===== config.mk =====
export PLATFORM = sky130hd
export DESIGN_NAME = two_stack_queue_top
export DESIGN_NICKNAME = d
export VERILOG_FILES = /design/src/hdl/tsq_pkg.sv /design/src/hdl/tsq_datapath.sv /design/src/hdl/tsq_ctrl.sv /design/src/hdl/two_stack_queue_top.sv
export VERILOG_INCLUDE_DIRS = /design/src /design/src/hdl
export SDC_FILE = /design/constraint.sdc
export NUM_CORES = 1
export LEC_CHECK = 0
export BUFFER_PORTS_ARGS = -buffer_cell sky130_fd_sc_hd__buf_2
export CAP_MARGIN = 5
export CORE_MARGIN = 2
export CORE_UTILIZATION = 40
export DETAILED_ROUTE_END_ITERATION = 16
export PLACE_DENSITY = 0.6
export SLEW_MARGIN = 20
export SYNTH_ARGS = -nofsm -noshare
export SYNTH_HDL_FRONTEND = slang
export SYNTH_SLANG_ARGS = --single-unit

===== constraint.sdc =====
create_clock -name i_clk -period 5.1 [get_ports i_clk]
set_clock_uncertainty 0.15 [all_clocks]
set_input_delay 1.02 -clock i_clk [delete_from_list [all_inputs] [get_ports i_clk]]
set_output_delay 1.02 -clock i_clk [all_outputs]
set_load 0.005 [all_outputs]

===== src/hdl/two_stack_queue_top_macros.svh =====
// Assertion macros for the two-stack queue.
// Included by the top level; depends on nothing else.
`ifndef TWO_STACK_QUEUE_TOP_MACROS_SVH
`define TWO_STACK_QUEUE_TOP_MACROS_SVH

// Same-cycle implication, disabled while reset is asserted
`define TSQ_ASSERT_NOW(lbl, clk, rst_n, ante, cons, msg) \
    lbl: assert property (@(posedge clk) disable iff (!(rst_n)) (ante) |-> (cons)) \
        else $error(msg);

// Next-cycle implication, disabled while reset is asserted
`define TSQ_ASSERT_NEXT(lbl, clk, rst_n, ante, cons, msg) \
    lbl: assert property (@(posedge clk) disable iff (!(rst_n)) (ante) |=> (cons)) \
        else $error(msg);

// Delayed implication, disabled while reset is asserted
`define TSQ_ASSERT_LATER2(lbl, clk, rst_n, ante, cons, msg) \
    lbl: assert property (@(posedge clk) disable iff (!(rst_n)) (ante) |-> ##2 (cons)) \
        else $error(msg);

`endif


===== src/hdl/tsq_pkg.sv =====
// Shared types and codes of the two-stack queue.
// Used by the controller, the datapath and the top level; no dependencies.
package tsq_pkg;

    // Command codes
    localparam logic CMD_ENQ = 1'b0;
    localparam logic CMD_DEQ = 1'b1;

    // Result status codes
    localparam logic [1:0] ST_DONE  = 2'd0;
    localparam logic [1:0] ST_FULL  = 2'd1;
    localparam logic [1:0] ST_EMPTY = 2'd2;

    // Commands from controller to datapath
    typedef struct packed {
        logic       latch;      // capture the incoming value
        logic       push;       // write inbox top, bump inbox count
        logic       push_src;   // 1: push the port value, 0: the captured one
        logic       pour_rd;    // read inbox top, drop inbox count
        logic       pop_rd;     // read outbox top, drop outbox count
        logic       res_load;   // load the result registers
        logic [1:0] res_status;
        logic       res_pop;    // result carries the popped value
    } t_dp_cmd;

    // Status from datapath to controller
    typedef struct packed {
        logic ic_full;
        logic ic_zero;
        logic oc_zero;
        logic pend;             // an inbox read is on its way to the outbox
    } t_dp_stat;

endpackage


===== src/hdl/tsq_datapath.sv =====
// Datapath of the two-stack queue: inbox and outbox memories, counts,
// pour pipeline and result registers. Depends on tsq_pkg.
module tsq_datapath #(
    parameter int DEPTH = 16
) (
    input  logic                i_clk,
    input  logic                i_rst_n,
    input  logic signed [31:0]  i_value_in,
    input  tsq_pkg::t_dp_cmd    i_cmd,
    output tsq_pkg::t_dp_stat   o_stat,
    output logic                o_valid,
    output logic [1:0]          o_status,
    output logic signed [31:0]  o_value_out,
    output logic [5:0]          o_occupancy
);
    import tsq_pkg::*;

    localparam int CW = $clog2(DEPTH + 1);
    localparam int AW = (DEPTH > 1) ? $clog2(DEPTH) : 1;
    localparam int SW = (CW + 1 > 6) ? CW + 1 : 6;

    logic [31:0]   r_inbox  [DEPTH];
    logic [31:0]   r_outbox [DEPTH];
    logic [CW-1:0] r_ic, n_ic;
    logic [CW-1:0] r_oc, n_oc;
    logic          r_pend;
    logic [31:0]   r_in_rd;
    logic [31:0]   r_out_rd;
    logic [31:0]   r_value;
    logic          r_valid;
    logic [1:0]    r_status;
    logic [31:0]   r_res_value;
    logic [5:0]    r_occ;

    logic [CW-1:0] w_ic_dec;
    logic [CW-1:0] w_oc_dec;
    logic [31:0]   w_push_data;
    logic [SW-1:0] w_sum;

    assign w_ic_dec    = r_ic - CW'(1);
    assign w_oc_dec    = r_oc - CW'(1);
    assign w_push_data = i_cmd.push_src ? i_value_in : r_value;
    assign w_sum       = SW'(r_ic) + SW'(r_oc);

    // Report count conditions to the controller
    assign o_stat.ic_full = (r_ic == CW'(DEPTH));
    assign o_stat.ic_zero = (r_ic == '0);
    assign o_stat.oc_zero = (r_oc == '0);
    assign o_stat.pend    = r_pend;

    // Advance counts: inbox grows on push and shrinks on pour reads,
    // outbox grows on pour writes and shrinks on pops
    always_comb begin
        n_ic = r_ic;
        n_oc = r_oc;
        if (i_cmd.push) begin
            n_ic = r_ic + CW'(1);
        end else if (i_cmd.pour_rd) begin
            n_ic = w_ic_dec;
        end
        if (r_pend) begin
            n_oc = r_oc + CW'(1);
        end else if (i_cmd.pop_rd) begin
            n_oc = w_oc_dec;
        end
    end

    // Control registers
    always_ff @(posedge i_clk) begin
        if (!i_rst_n) begin
            r_ic    <= '0;
            r_oc    <= '0;
            r_pend  <= 1'b0;
            r_valid <= 1'b0;
        end else begin
            r_ic    <= n_ic;
            r_oc    <= n_oc;
            r_pend  <= i_cmd.pour_rd;
            r_valid <= i_cmd.res_load;
        end
    end

    // Inbox memory: one write and one registered read
    always_ff @(posedge i_clk) begin
        if (i_cmd.push) begin
            r_inbox[r_ic[AW-1:0]] <= w_push_data;
        end
        if (i_cmd.pour_rd) begin
            r_in_rd <= r_inbox[w_ic_dec[AW-1:0]];
        end
    end

    // Outbox memory: pour writes land on top, pops read the top
    always_ff @(posedge i_clk) begin
        if (r_pend) begin
            r_outbox[r_oc[AW-1:0]] <= r_in_rd;
        end
        if (i_cmd.pop_rd) begin
            r_out_rd <= r_outbox[w_oc_dec[AW-1:0]];
        end
    end

    // Hold the accepted value and the result payload
    always_ff @(posedge i_clk) begin
        if (i_cmd.latch) begin
            r_value <= i_value_in;
        end
        if (i_cmd.res_load) begin
            r_status    <= i_cmd.res_status;
            r_res_value <= i_cmd.res_pop ? r_out_rd : '0;
            r_occ       <= w_sum[5:0];
        end
    end

    assign o_valid     = r_valid;
    assign o_status    = r_status;
    assign o_value_out = r_res_value;
    assign o_occupancy = r_occ;

endmodule


===== src/hdl/tsq_ctrl.sv =====
// Controller of the two-stack queue: sequences push, pour and pop.
// Depends on tsq_pkg; drives tsq_datapath through command signals.
module tsq_ctrl (
    input  logic               i_clk,
    input  logic               i_rst_n,
    input  logic               start,
    input  logic               i_cmd,
    input  tsq_pkg::t_dp_stat  i_stat,
    output logic               busy,
    output tsq_pkg::t_dp_cmd   o_cmd
);
    import tsq_pkg::*;

    localparam logic [1:0] S_IDLE = 2'd0;
    localparam logic [1:0] S_POUR = 2'd1;
    localparam logic [1:0] S_DONE = 2'd2;

    logic [1:0] r_state, n_state;
    logic       r_op, n_op;
    logic [1:0] r_status, n_status;

    assign busy = (r_state != S_IDLE);

    // Decode the command and step through the pour
    always_comb begin
        n_state  = r_state;
        n_op     = r_op;
        n_status = r_status;
        o_cmd    = '0;
        case (r_state)
            S_IDLE: begin
                if (start) begin
                    o_cmd.latch = 1'b1;
                    n_op        = i_cmd;
                    n_status    = ST_DONE;
                    n_state     = S_DONE;
                    if (i_cmd == CMD_ENQ) begin
                        if (!i_stat.ic_full) begin
                            o_cmd.push     = 1'b1;
                            o_cmd.push_src = 1'b1;
                        end else if (i_stat.oc_zero) begin
                            n_state = S_POUR;
                        end else begin
                            n_status = ST_FULL;
                        end
                    end else begin
                        if (i_stat.ic_zero && i_stat.oc_zero) begin
                            n_status = ST_EMPTY;
                        end else if (i_stat.oc_zero) begin
                            n_state = S_POUR;
                        end else begin
                            o_cmd.pop_rd = 1'b1;
                        end
                    end
                end
            end
            S_POUR: begin
                o_cmd.pour_rd = !i_stat.ic_zero;
                // Finish the command once the last item has landed
                if (i_stat.ic_zero && !i_stat.pend) begin
                    if (r_op == CMD_ENQ) begin
                        o_cmd.push = 1'b1;
                    end else begin
                        o_cmd.pop_rd = 1'b1;
                    end
                    n_state = S_DONE;
                end
            end
            S_DONE: begin
                o_cmd.res_load   = 1'b1;
                o_cmd.res_status = r_status;
                o_cmd.res_pop    = (r_op == CMD_DEQ) && (r_status == ST_DONE);
                n_state          = S_IDLE;
            end
            default: begin
                n_state = S_IDLE;
            end
        endcase
    end

    always_ff @(posedge i_clk) begin
        if (!i_rst_n) begin
            r_state  <= S_IDLE;
            r_op     <= CMD_ENQ;
            r_status <= ST_DONE;
        end else begin
            r_state  <= n_state;
            r_op     <= n_op;
            r_status <= n_status;
        end
    end

endmodule


===== src/hdl/two_stack_queue_top.sv =====
// Two-stack FIFO queue of signed 32-bit values, DEPTH entries per stack.
// A command is taken when start is high and busy is low. An enqueue, a
// dequeue served from a non-empty outbox, a rejected enqueue and a dequeue
// on an empty queue go from idle to S_DONE and back to idle. When the
// outbox must be refilled, the n items of the inbox are moved first, one per
// cycle through the inbox read port and its read register, before the
// command ends in S_DONE. The result shows on the o_ ports for exactly
// one cycle with o_valid high, in the cycle busy drops; the receiver cannot
// stall it and must take it then. Depends on tsq_pkg, tsq_ctrl,
// tsq_datapath and the assertion macro header.
`include "two_stack_queue_top_macros.svh"

module two_stack_queue_top #(
    parameter int DEPTH = 16
) (
    input  logic               i_clk,
    input  logic               i_rst_n,
    input  logic               start,
    input  logic               i_cmd,
    input  logic signed [31:0] i_value_in,
    output logic               busy,
    output logic               o_valid,
    output logic [1:0]         o_status,
    output logic signed [31:0] o_value_out,
    output logic [5:0]         o_occupancy
);
    import tsq_pkg::*;

    t_dp_cmd  w_cmd;
    t_dp_stat w_stat;

    // Sequence each command
    tsq_ctrl u_ctrl (
        .i_clk   (i_clk),
        .i_rst_n (i_rst_n),
        .start   (start),
        .i_cmd   (i_cmd),
        .i_stat  (w_stat),
        .busy    (busy),
        .o_cmd   (w_cmd)
    );

    // Hold both stacks and the result
    tsq_datapath #(
        .DEPTH (DEPTH)
    ) u_datapath (
        .i_clk       (i_clk),
        .i_rst_n     (i_rst_n),
        .i_value_in  (i_value_in),
        .i_cmd       (w_cmd),
        .o_stat      (w_stat),
        .o_valid     (o_valid),
        .o_status    (o_status),
        .o_value_out (o_value_out),
        .o_occupancy (o_occupancy)
    );

    // A command without a refill answers once S_DONE has loaded the result
    `TSQ_ASSERT_LATER2(a_quick_result, i_clk, i_rst_n, start && !busy && !(i_cmd == CMD_ENQ && w_stat.ic_full && w_stat.oc_zero) && !(i_cmd == CMD_DEQ && w_stat.oc_zero && !w_stat.ic_zero), o_valid, "result missing two cycles after a direct command")

    // A result strobe lasts one cycle
    `TSQ_ASSERT_NEXT(a_strobe_single, i_clk, i_rst_n, o_valid, !o_valid, "result strobe held over two cycles")

    // A result appears only once the block is ready again
    `TSQ_ASSERT_NOW(a_strobe_idle, i_clk, i_rst_n, o_valid, !busy, "result strobe while busy")

    // Failed commands return zero data
    `TSQ_ASSERT_NOW(a_fail_zero, i_clk, i_rst_n, o_valid && (o_status != ST_DONE), o_value_out == '0, "nonzero value on a failed command")

endmodule


==> summary.md <==
| Metric | Value |
|---|---|
| Largest net degree at the start of global routing | `76` |
| WHS | `0.354 ns` |
| CP Capture Type | `register` |
| Die width | `337 µm` |
| Hold Path Origin | `u_ctrl.r_status[1]` |
| # hold bufs at CTS | `0` |
| # setup viols final | `0` |
| Post-Syn Nets | `1935` |
| FF-to-FF Start | `u_datapath.r_ic[0]` |
| Setup_tns | `0 ns` |
| Comb pwr share | `0.158` |
| # nets final | `2100` |
| Mapped Cells | `1883` |
| Register area share after synthesis | `0.791` |
| Final period util | `0.775` |
| Initial DRC count | `2085` |
| Pre-CTS WS | `1.12 ns` |
| Worst slew margin | `0.338` |
| Area fraction of the dominant cell type after synthesis | `0.783` |
| Ys flop type | `edfxtp_1` |
| Syn Area/Cell | `23.6 µm²` |
| Routed length per instance | `26.2 µm` |
| Hold EP | `u_ctrl.r_status[1]` |
| Status | `finished clean` |
| Clock Power Share | `0.354` |
| DR pass1 iterations | `7` |
| Startpoint Class | `register` |
| CTS tree | `done` |
| Switching component of the power | `5510 µW` |
| Fin. Hold Viols | `0` |
| Setup Buffers After CTS | `0` |
| Asr flop ratio synth | `0` |
| Wirelength, routed | `95200 µm` |
| Yosys warnings | `0` |
| Via count | `19.4k` |
| Max FO, Critical Path | `29` |
| Flop-to-flop setup slack | `1.15 ns` |
| Clock Tree Buf Depth | `3` |
| Routed Antenna Nets | `0` |
| Seq pwr share | `0.488` |
| Detailed-route vias per instance | `5.35` |
| Worst path slowest cell | `nor2_4` |
| Layout cell share with drive strength beyond 1 | `0.310` |
| Num CTS Buffers | `116` |
| Ports | `78` |
| Area grow syn2layout | `14.0%` |
| DP Cell Count | `3418` |
| Worst hold stages | `2` |
| CP Data Required Time | `5.34 ns` |
| RSZ-0062 raised after global routing | `no` |
| Grt total ovfl | `0` |
| Synth unique cells | `46` |
| Routability Congestion | `0.778` |
| First-pass GRT wire length | `140000 µm` |
| FP Rows | `122` |
| Pwr dens | `451 nW/µm²` |
| Total Power | `22800 µW` |
| EDFF count, synth | `1160` |
| Most instantiated cells after synthesis | `edfxtp_1 (1160), mux4_2 (320), nand2_1 (116)` |
| Initial Util | `0.402` |
| Count leader, synth | `edfxtp_1` |
| Full die area | `114000 µm²` |
| Sink Count | `1177` |
| Vias in the first global route | `20.5k` |
| Worst-case vdd ir drop | `276 µV` |
| Lkg Pwr | `0.0156 µW` |
| Setup ws final | `1.15 ns` |
| CP top delay family | `simple AND/OR/NAND/NOR gates` |
| Worst-path clk slew | `0.06 ns` |
| Worst Tran Pin Value | `0.980 ns` |
| WP buf/inv | `2` |
| Max_cap viols | `0` |
| Critical path arrival | `4.19 ns` |
| Post-CTS Resized | `0` |
| Antenna violations before repair | `8` |
| H-tree depth | `3` |
| Final Max Tran Viols | `0` |
| CTS root buffer | `clkbuf_16` |
| Post-DP HPWL | `55300 µm` |
| Switching Fraction | `0.241` |
| Reg2reg end | `u_datapath.r_inbox[1][16]` |
| Clock latency on the worst-skew pair | `0.69 ns` |
| Gr usage total | `0.171` |
| Final std cells w/o fill | `3633` |
| Leading post-synthesis cells by cell area | `edfxtp_1 (78%), mux4_2 (16%), nand2_1 (0.98%), dfxtp_1 (0.77%), and2_1 (0.49%)` |
| Port bufs | `77` |
| # DRC | `0` |
| Worst R2R Path Depth | `8` |
| Area leader, netlist | `edfxtp_1` |
| CP peak stage delay | `0.80 ns` |
| Worst path cell trace | `inv_1, ha_4, or4b_4, nor4_4, or2_1, nand2_1, nor2_4, buf_4` |
| Internal power | `17300 µW` |
| Hold Crit Class | `reg2reg` |
| Post-Syn Area | `44500 µm²` |
| Die span in y | `337 µm` |
| Min Tclk post-route | `3.95 ns` |
| Kind of critical path | `reg2reg` |
| Core Area | `111000 µm²` |
| #FFs+latches synth | `1177` |
| Achievable frequency | `253 MHz` |
==> kinds of logic (layout without fill, tap and decap cells) <==
group,after synthesis,after routing,synth area share
buf+inv,96,357,0.0108
flops,1177,1177,0.791
xor+xnor,12,12,0.00236
fa+ha+maj,16,16,0.00467
other cells,0,1,0
compound gates,26,26,0.00391
simple gates,235,235,0.0250
mux,321,321,0.162
==> metrics by stage <==
step	utilization	cell area [µm²]
2_1_floorplan	-	44500
3_3_place_gp	0.426	47100
3_5_place_dp	0.426	47100
4_1_cts	0.459	50700
5_1_grt	0.459	50700
6_report	0.459	50700
==> layout by cell type (no fill, tap or decap), types with 3 or more instances in the layout <==
cell type  count
ha_1          13
nor2_4        33
clkbuf_1      30
clkinv_1      26
xnor2_1        4
clkinv_2      24
nand2b_1       7
xnor2_2        4
clkbuf_16    117
inv_1          7
nand2_1      116
and2_1        35
nor3_1         8
mux4_2       320
clkinv_4       3
xor2_1         4
bufinv_16      8
nor2_1        12
buf_12         5
dfxtp_1       15
buf_4         53
nand3_1        3
a21oi_1        7
a31oi_1        3
nor2b_1        4
a21o_1         3
inv_6          4
edfxtp_1    1160
buf_2         77
==> worst reg2reg max path, cell delays in order, from the launching register on <==
cell and delay, ns:
dfxtp_4 0.51, inv_1 0.25, ha_4 0.19, or4b_4 0.52
nor4_4 0.30, or2_1 0.31, nand2_1 0.33, nor2_4 0.80
buf_4 0.31
==> how the worst max path moves through the flow <==
stage / start / end / slack [ns] / cells after the start
2_1_floorplan: u_datapath.r_ic[0] / u_datapath.r_inbox[8][0] / 0.94 / 11
3_3_place_gp: start / u_datapath.r_inbox[0][25] / 1.12 / 7
3_5_place_dp: start / u_datapath.r_inbox[1][16] / 1.12 / 7
4_1_cts: u_datapath.r_ic[0] / u_datapath.r_inbox[1][16] / 1.11 / 8
5_1_grt: u_datapath.r_ic[0] / u_datapath.r_inbox[1][16] / 0.96 / 8
6_report: u_datapath.r_ic[0] / u_datapath.r_inbox[1][16] / 1.15 / 8
==> flip-flops by register name (all words and copies together) (netlist names), 2 cells and up <==
signal / count
u_datapath.r_value: 32
u_ctrl.r_state: 2
u_datapath.r_outbox: 512
u_datapath.r_out_rd: 32
u_datapath.r_inbox: 512
u_datapath.r_ic: 5
u_datapath.r_in_rd: 32
u_datapath.o_value_out: 32
u_datapath.r_oc: 5
u_ctrl.r_status: 2
u_datapath.o_status: 2
u_datapath.o_occupancy: 6
==> layer usage <==
metal  wire length [µm]  vias up  GRT usage
li1                   -     8249          -
met1              41000    10400      0.240
met2              46100      629      0.277
met3               6070      145     0.0323
met4               2050        0     0.0420
met5                  0        -          0
==> layout make-up <==
cell class,instances,area (µm²)
fill,9136,59800
antenna,1,2.50
inverter,8,30.0
clock inverter,67,556
multi-input combinational,610,9130
tap,1488,1860
clock buffer,147,3040
timing repair buffer,135,883
sequential,1177,35200
==> power groups by stage <==
| stage | sequential [µW] | combinational [µW] | clock, µW |
|---|---|---|---|
| final | 11100 | 3600 | 8090 |
| after global routing | 11200 | 3840 | 8630 |
| after CTS | 11200 | 3660 | 8270 |
| after detailed placement | 11400 | 3650 | 0 |
| after global placement | 11300 | 3590 | 0 |
| after floorplan | 11300 | 2620 | 0 |
Note: power is estimated with default switching activity, not from simulation.
